**src/rtl/kti_pkg.sv**
```systemverilog
// Package for the keyframe track interpolator: command codes and shared types.
// Depends on nothing; used by every module of the block.
package kti_pkg;

    localparam logic CMD_WRITE = 1'b0;
    localparam logic CMD_EVAL  = 1'b1;

    localparam int SPAN_BITS = 16;
    localparam int TIME_BITS = 32;
    localparam int FRAC_BITS = 16;

    // Request from the sequencer to the divider.
    typedef struct packed {
        logic                  start;
        logic [TIME_BITS+FRAC_BITS-1:0] dividend;
        logic [TIME_BITS+FRAC_BITS-1:0] divisor;
    } div_req_t;

    // Status from the divider back to the sequencer.
    typedef struct packed {
        logic                  done;
        logic [TIME_BITS+FRAC_BITS-1:0] quotient;
        logic [TIME_BITS+FRAC_BITS-1:0] remainder;
    } div_rsp_t;

endpackage

```
**src/rtl/kti_divider.sv**
```systemverilog
// Restoring divider, one quotient bit per cycle, for modulo and fraction.
// Depends on kti_pkg.
module kti_divider
    import kti_pkg::*;
(
    input  logic     clk,
    input  logic     rst_n,
    input  div_req_t req,
    output div_rsp_t rsp
);
    localparam int W = TIME_BITS + FRAC_BITS;

    logic [W-1:0] quot_reg, rem_reg, den_reg;
    logic [$clog2(W+1)-1:0] cnt_reg;
    logic busy_reg, done_reg;
    logic [W:0] trial;
    logic last_step;

    assign trial     = {rem_reg, quot_reg[W-1]} - {1'b0, den_reg};
    assign last_step = (cnt_reg == ($clog2(W+1))'(W - 1));

    always_ff @(posedge clk or negedge rst_n)
    begin
        if (!rst_n)
        begin
            busy_reg <= 1'b0;
            done_reg <= 1'b0;
            cnt_reg  <= '0;
            quot_reg <= '0;
            rem_reg  <= '0;
            den_reg  <= '0;
        end
        else
        begin
            done_reg <= busy_reg && !req.start && last_step;
            if (req.start)
            begin
                busy_reg <= 1'b1;
                cnt_reg  <= '0;
                quot_reg <= req.dividend;
                den_reg  <= req.divisor;
                rem_reg  <= '0;
            end
            else if (busy_reg)
            begin
                // The remainder stays below the divisor, so one extra bit suffices.
                if (!trial[W])
                begin
                    rem_reg  <= trial[W-1:0];
                    quot_reg <= {quot_reg[W-2:0], 1'b1};
                end
                else
                begin
                    rem_reg  <= {rem_reg[W-2:0], quot_reg[W-1]};
                    quot_reg <= {quot_reg[W-2:0], 1'b0};
                end
                if (last_step)
                    busy_reg <= 1'b0;
                cnt_reg <= cnt_reg + 1'b1;
            end
        end
    end

    assign rsp.done      = done_reg;
    assign rsp.quotient  = quot_reg;
    assign rsp.remainder = rem_reg;
endmodule

```
**config.mk**
```make
export PLATFORM = sky130hd
export DESIGN_NAME = kti_divider
export DESIGN_NICKNAME = d
export VERILOG_FILES = /design/src/rtl/kti_pkg.sv /design/src/rtl/kti_divider.sv
export SDC_FILE = /design/constraint.sdc
export NUM_CORES = 1
export LEC_CHECK = 0
export BUFFER_PORTS_ARGS = -buffer_cell sky130_fd_sc_hd__buf_2
export CAP_MARGIN = 30
export CORE_ASPECT_RATIO = 1.4
export CORE_MARGIN = 10
export CORE_UTILIZATION = 45
export CTS_CLUSTER_DIAMETER = 150
export DETAILED_ROUTE_END_ITERATION = 8
export PLACE_DENSITY = 0.65
export RECOVER_POWER = 25
export REMOVE_ABC_BUFFERS = 1
export SLEW_MARGIN = 30
export SYNTH_ARGS = -nofsm -noshare
export SYNTH_HDL_FRONTEND = slang
export SYNTH_SLANG_ARGS = --single-unit
```
**constraint.sdc**
```tcl
create_clock -name clk -period 3.95 [get_ports clk]
set_input_delay 0.1975 -clock clk [delete_from_list [all_inputs] [get_ports clk]]
set_output_delay 0.1975 -clock clk [all_outputs]
set_load 0.01 [all_outputs]
```
---- Yosys cells after proc, flatten, opt, wreduce, memory -nomap -nowiden ----
Index checks and enable logic that the tools add are counted.
storage, ports and cells
  bits in read-only memories .............. 0
  flip-flop bits (word level) ............. 152
  logic and storage cells ................. 24
  RAM bits ................................ 0
  memories ................................ 0
  output and inout bits ................... 97
  latch bits .............................. 0
  input bits .............................. 99
cells by class
  reductions and logical operators ........ 4
  multiplexer cells ....................... 11
  bitwise logic cells ..................... 0
  eq/ne operators ......................... 1
  div/mod/pow operators ................... 0
  multiply operators ...................... 0
  shift-type cells ........................ 0
  magnitude comparators ................... 0
  $add $sub $neg .......................... 2
operators by type and width
  operator                                     count
  two-way mux 48 bit                           5
  subtractor 49 x 48 -> 49 bit                 1
  two-way mux 6 bit                            2
  adder 6 x 1 -> 6 bit, second input constant  1
  == test 6 bit, second input constant         1
  two-way mux 1 bit                            4
  logical AND 1 bit                            2
  nonzero test 2 bit                           1
  logical NOT 1 bit                            1

---- Longest topological paths before layout ----
  word-level depth ........................ 4
  depth in mapped cells ................... 14
  depth with buffers taken out ............ 12

---- Least setup slack after synthesis ----
OpenSTA, ideal clock, no wires.
  kind .................................... reg-to-reg
  from .................................... register quot_reg[47]
  to ...................................... register rem_reg[10]
  slack ................................... 772 ps
  arrival time ............................ 3084 ps
  cell stages (with the launch flop) ...... 15
  clock period less this slack ............ 3178 ps
  cell sequence ........................... dfrtp_1 inv_1 ha_1 fa_1 nand2b_1 a21oi_1 o21a_2 o31ai_4 o221a_4 or3_4 and3_1 buf_6 buf_6 mux2i_1 a211oi_1
on the way
  word-level cells in the longest chain between the ends .. 4
ends and longest elaborated chain
  element                       RTL line           text
  start, declared               kti_divider.sv:13  logic [W-1:0] quot_reg, rem_reg, den_reg;
  start signal, assigned        kti_divider.sv:40  quot_reg <= req.dividend;
  start signal, assigned        kti_divider.sv:50  quot_reg <= {quot_reg[W-2:0], 1'b1};
  start signal, assigned        kti_divider.sv:55  quot_reg <= {quot_reg[W-2:0], 1'b0};
  subtractor 49 x 48 -> 49 bit  kti_divider.sv:19  assign trial = {rem_reg, quot_reg[W-1]} - {1'b0, den_reg};
  two-way mux 48 bit            kti_divider.sv:47  if (!trial[W])
  two-way mux 48 bit            kti_divider.sv:44  else if (busy_reg)
  two-way mux 48 bit            kti_divider.sv:36  if (req.start)
  end signal, assigned          kti_divider.sv:49  rem_reg <= trial[W-1:0];
  end signal, assigned          kti_divider.sv:54  rem_reg <= {rem_reg[W-2:0], quot_reg[W-1]};
  end, declared                 kti_divider.sv:13
Every way passes these cells. The select of a mux whose other input is x is not followed.
A chain may end at the register's enable or synchronous reset.

---- Worst setup path in the final report ----
  from .................................... register quot_reg[47]
  to ...................................... register rem_reg[4]
The elaborated chain is that of the path after synthesis.

==> results.md <==
* First-iteration detailed-routing DRC count at 489
* Sequential area share after synthesis at 0.3876
* Number of detailed-routing iterations run before antenna repair at 6
* Clock buffer count from CTS at 17
* Top achievable clock speed at 273.8 MHz
* Nets@finish at 1,531
* Worst setup timing slack at the placement stage at 0.2907 ns
* Half-perimeter wire length of the detailed placement result at slightly above 20 mm
* Cell Pwr Density at 323.9 nW/um^2
* Global-route usage over all layers at 0.1984
* Wire length of the first global-routing pass at 45.95 mm
* Top-Level Pins at 196
* Floorplan die height at 194.7 um
* Worst-skew pair later-pin latency at ~0.43 ns
* # H-tree levels at 4
* Routability-driven placement congestion ratio at 0.9610
* Post_cts resized at 0
* Total standard cell area after synthesis at 9814 um^2
* Worst flop-to-flop path endpoint: rem_reg[4]
* Startpoint of the most critical hold path: req[27]
* Layout Cell Area excl Fill at 12,490 um^2
* Max FO, Critical Path at 21
* Largest net degree at the start of global routing at roughly 130
* Starting density of the core at 0.4594
* Total Power Consumption at between 4 and 5 mW
* Hold Path Sink: den_reg[27]
* Cell with the most instances after synthesis: sky130_fd_sc_hd__dfrtp_1
* Clock power share at 0.412
* Run status: finished, violations left
* Final count of pins violating max slew at 158
* Clk sink count at 152
* Fraction of final layout cells with drive strength greater than 1 at 0.1844
* Category of the worst setup path launch point: flop
* Violations in the final reports: capacitance limit, slew limit
* Final WL at 27.91 mm
* Top cell types by occurrence after synthesis: 152 x sky130_fd_sc_hd__dfrtp_1, 146 x sky130_fd_sc_hd__nand2_1, 125 x sky130_fd_sc_hd__o21ai_0, 90 x sky130_fd_sc_hd__nor2_1, 79 x sky130_fd_sc_hd__mux2i_1
* Area delta synth->final at 27.27%
* CP endpoint kind: flop
* Share of the synthesized area in the top cell type at 0.3876
* Final setup violation count at 0
* Standard-cell rows at 63
* Final Skew at between 0.01 and 0.015 ns
* Transition time at the pin with the least slew margin at around 2.6 ns
* Post-CTS clock slew at the launch and capture registers of the worst setup and hold paths at 0.06 ns
* Area contributors post-synth: sky130_fd_sc_hd__dfrtp_1 39%, sky130_fd_sc_hd__mux2i_1 8.1%, sky130_fd_sc_hd__o21ai_0 6.4%, sky130_fd_sc_hd__ha_1 6.2%, sky130_fd_sc_hd__nand2_1 5.6%
* Count of state elements after synthesis at between 150 and 200
* Net switching fraction of the power at 0.2697
* Shortest clock period the worst path allows after layout at about 3.7 ns
* Unrepaired setup endpoints after global routing: no
* Crit path required time at 4.21 ns
* Netlist cell types at around 70
* Origin of the critical flop-to-flop path: quot_reg[47]
* Count of flip-flops with a built-in enable after synthesis at 0
* Remaining number of nets flagged by the antenna check after routing at 0
* Cell type contributing the most total cell area after synthesis: sky130_fd_sc_hd__dfrtp_1
* Hold Path Class: in2reg
* Warning count from the yosys run at 0
* MaxCap Viol Count at 2
* Count of buffers added by post-CTS timing repair for setup at 0
* Number of DRC violations after detailed routing at 0
* Post-route worst hold slack at 0.01443 ns
* Clock tree from TritonCTS: built
* Post-detailed-placement cell area at 10,980 um^2
* Post-route setup slack at 0.2973 ns
* Total die area at approximately 28,000 um^2
* Hold-fix buffers, CTS at 94
* Worst ir drop on vdd at 259.7 uV
* Portion of total power attributed to sequential cells at 0.421
* Routed len/inst at between 15 and 20 um
* Core box area at 21,360 um^2
* Number of diodes added for antenna fixing at 0
* Worst slew slack as a fraction of its limit at -0.7007
* Pleak at about 6.4 nW
* Total number of vias at around 9,100
* CTS max path bufs at 2
* Reg2Reg Setup Slack at 0.30 ns
* Cell depth of the worst min-delay path at 3
* Int Pwr at 2.955 mW
* Final cycle utilization of the critical path at 0.9247
* Root buffer selected by CTS: sky130_fd_sc_hd__clkbuf_16
* Antenna violations before repair at 0
* Cell count after synthesis at 1,130
* Die width at 144.8 um
* Total congestion overflow at 0
* Power spent charging and discharging nets at 1.091 mW
* Mean Syn Cell Area at a little under 9 um^2
* Port-buffer cells at 195
* Async SR Flop Fraction at 1.000
* Detail-routed via count per cell at about 5.4
* Commonest register cell after synthesis: sky130_fd_sc_hd__dfrtp_1
* Via count of the first global-routing pass at between 9,000 and 10,000
* Crit path DAT at 3.92 ns
* Final hold violations at 0
* Number of cells on the worst reg-to-reg path at 13
* WS Path Type: reg2reg
* Part of the total power dissipated in combinational logic at 0.167
-- cells in the final DEF, fill, tap and decap left out, types with 9 or more instances in the layout --
cell type,synthesis,layout
sky130_fd_sc_hd__inv_1,65,65
sky130_fd_sc_hd__or3_1,9,9
sky130_fd_sc_hd__dfrtp_1,152,151
sky130_fd_sc_hd__nand2_1,146,146
sky130_fd_sc_hd__buf_2,4,193
sky130_fd_sc_hd__mux2i_1,79,79
sky130_fd_sc_hd__o21ai_0,125,125
sky130_fd_sc_hd__ha_1,49,49
sky130_fd_sc_hd__nand4_1,19,19
sky130_fd_sc_hd__nor2_1,90,90
sky130_fd_sc_hd__clkbuf_16,0,17
sky130_fd_sc_hd__a21o_1,18,18
sky130_fd_sc_hd__a211oi_1,37,37
sky130_fd_sc_hd__a311oi_1,10,10
sky130_fd_sc_hd__nor3_1,15,15
sky130_fd_sc_hd__nand3_1,16,16
sky130_fd_sc_hd__buf_4,2,12
sky130_fd_sc_hd__xnor2_1,20,20
sky130_fd_sc_hd__a21oi_1,61,61
sky130_fd_sc_hd__xor2_1,16,16
sky130_fd_sc_hd__o21bai_1,9,9
sky130_fd_sc_hd__dlygate4sd3_1,0,94
-- logic make-up after synthesis --
family,count (synthesis),share of synthesized area
and+or+nand+nor,349,0.1625
AOI/OAI and AO/OA,328,0.2133
DFF,152,0.3876
buffers and inverters,135,0.05826
muxes,80,0.08172
adders and majority gates,50,0.06451
xor gates and xnor gates,36,0.03213
-- per-layer routing --
layer	vias up	global-route usage	wire length, um
met3	49	0.05489	1624
met5	-	0	0
li1	4518	-	-
met1	4253	0.2228	11160
met4	0	0.07105	756
met2	236	0.3465	14370
-- worst max-delay path: stages (launching register included) --
cell                       delay, ns
sky130_fd_sc_hd__dfrtp_1        0.38
sky130_fd_sc_hd__inv_1          0.06
sky130_fd_sc_hd__ha_1           0.22
sky130_fd_sc_hd__fa_1           0.40
sky130_fd_sc_hd__nand2b_1       0.18
sky130_fd_sc_hd__a21oi_1        0.24
sky130_fd_sc_hd__o21a_2         0.23
sky130_fd_sc_hd__o31ai_4        0.09
sky130_fd_sc_hd__o221a_4        0.24
sky130_fd_sc_hd__o21ai_1        0.23
sky130_fd_sc_hd__and3_2         0.55
sky130_fd_sc_hd__buf_4          0.33
sky130_fd_sc_hd__mux2i_1        0.23
sky130_fd_sc_hd__a211oi_1       0.10
-- power by group through the flow --
| stage | clock network (mW) | registers (mW) | logic, mW |
|---|---|---|---|
| after floorplan | 0 | 1.74 | 0.329 |
| after global placement | 0 | 1.73 | 0.598 |
| after detailed placement | 0 | 1.73 | 0.606 |
| after CTS | 1.70 | 1.70 | 0.682 |
| after global routing | 1.76 | 1.71 | 0.763 |
| final | 1.67 | 1.70 | 0.676 |
-- through the flow --
| step | instances | setup TNS [ns] | util |
|---|---|---|---|
| 2_1_floorplan | 1060 | -23.86 | - |
| 5_1_grt | 1686 | 0 | 0.5847 |
| 3_5_place_dp | 1561 | 0 | 0.5138 |
| 6_report | 1686 | 0 | 0.5847 |
| 4_1_cts | 1686 | 0 | 0.5858 |
| 3_3_place_gp | 1561 | 0 | 0.5138 |
-- worst max path at each step --
stage,start,depth (start not counted),endpoint
finish,quot_reg[47],13,rem_reg[4]
global route,quot_reg[47],13,rem_reg[5]
CTS,quot_reg[47],13,rem_reg[4]
detailed placement,quot_reg[47],13,rem_reg[4]
global placement,quot_reg[47],13,rem_reg[4]
floorplan,busy_reg,3,rem_reg[38]
-- area by class of cell --
cell class | instances | area [um^2]
well taps | 292 | 365.4
clock inverters | 11 | 150.1
multi-input cells | 843 | 5440
fillers | 1958 | 8871
inverters | 65 | 244.0
flip-flops and latches | 152 | 3807
clock buffers | 20 | 446.7
repair buffers | 303 | 2037
(Power assumes the default switching activity.)
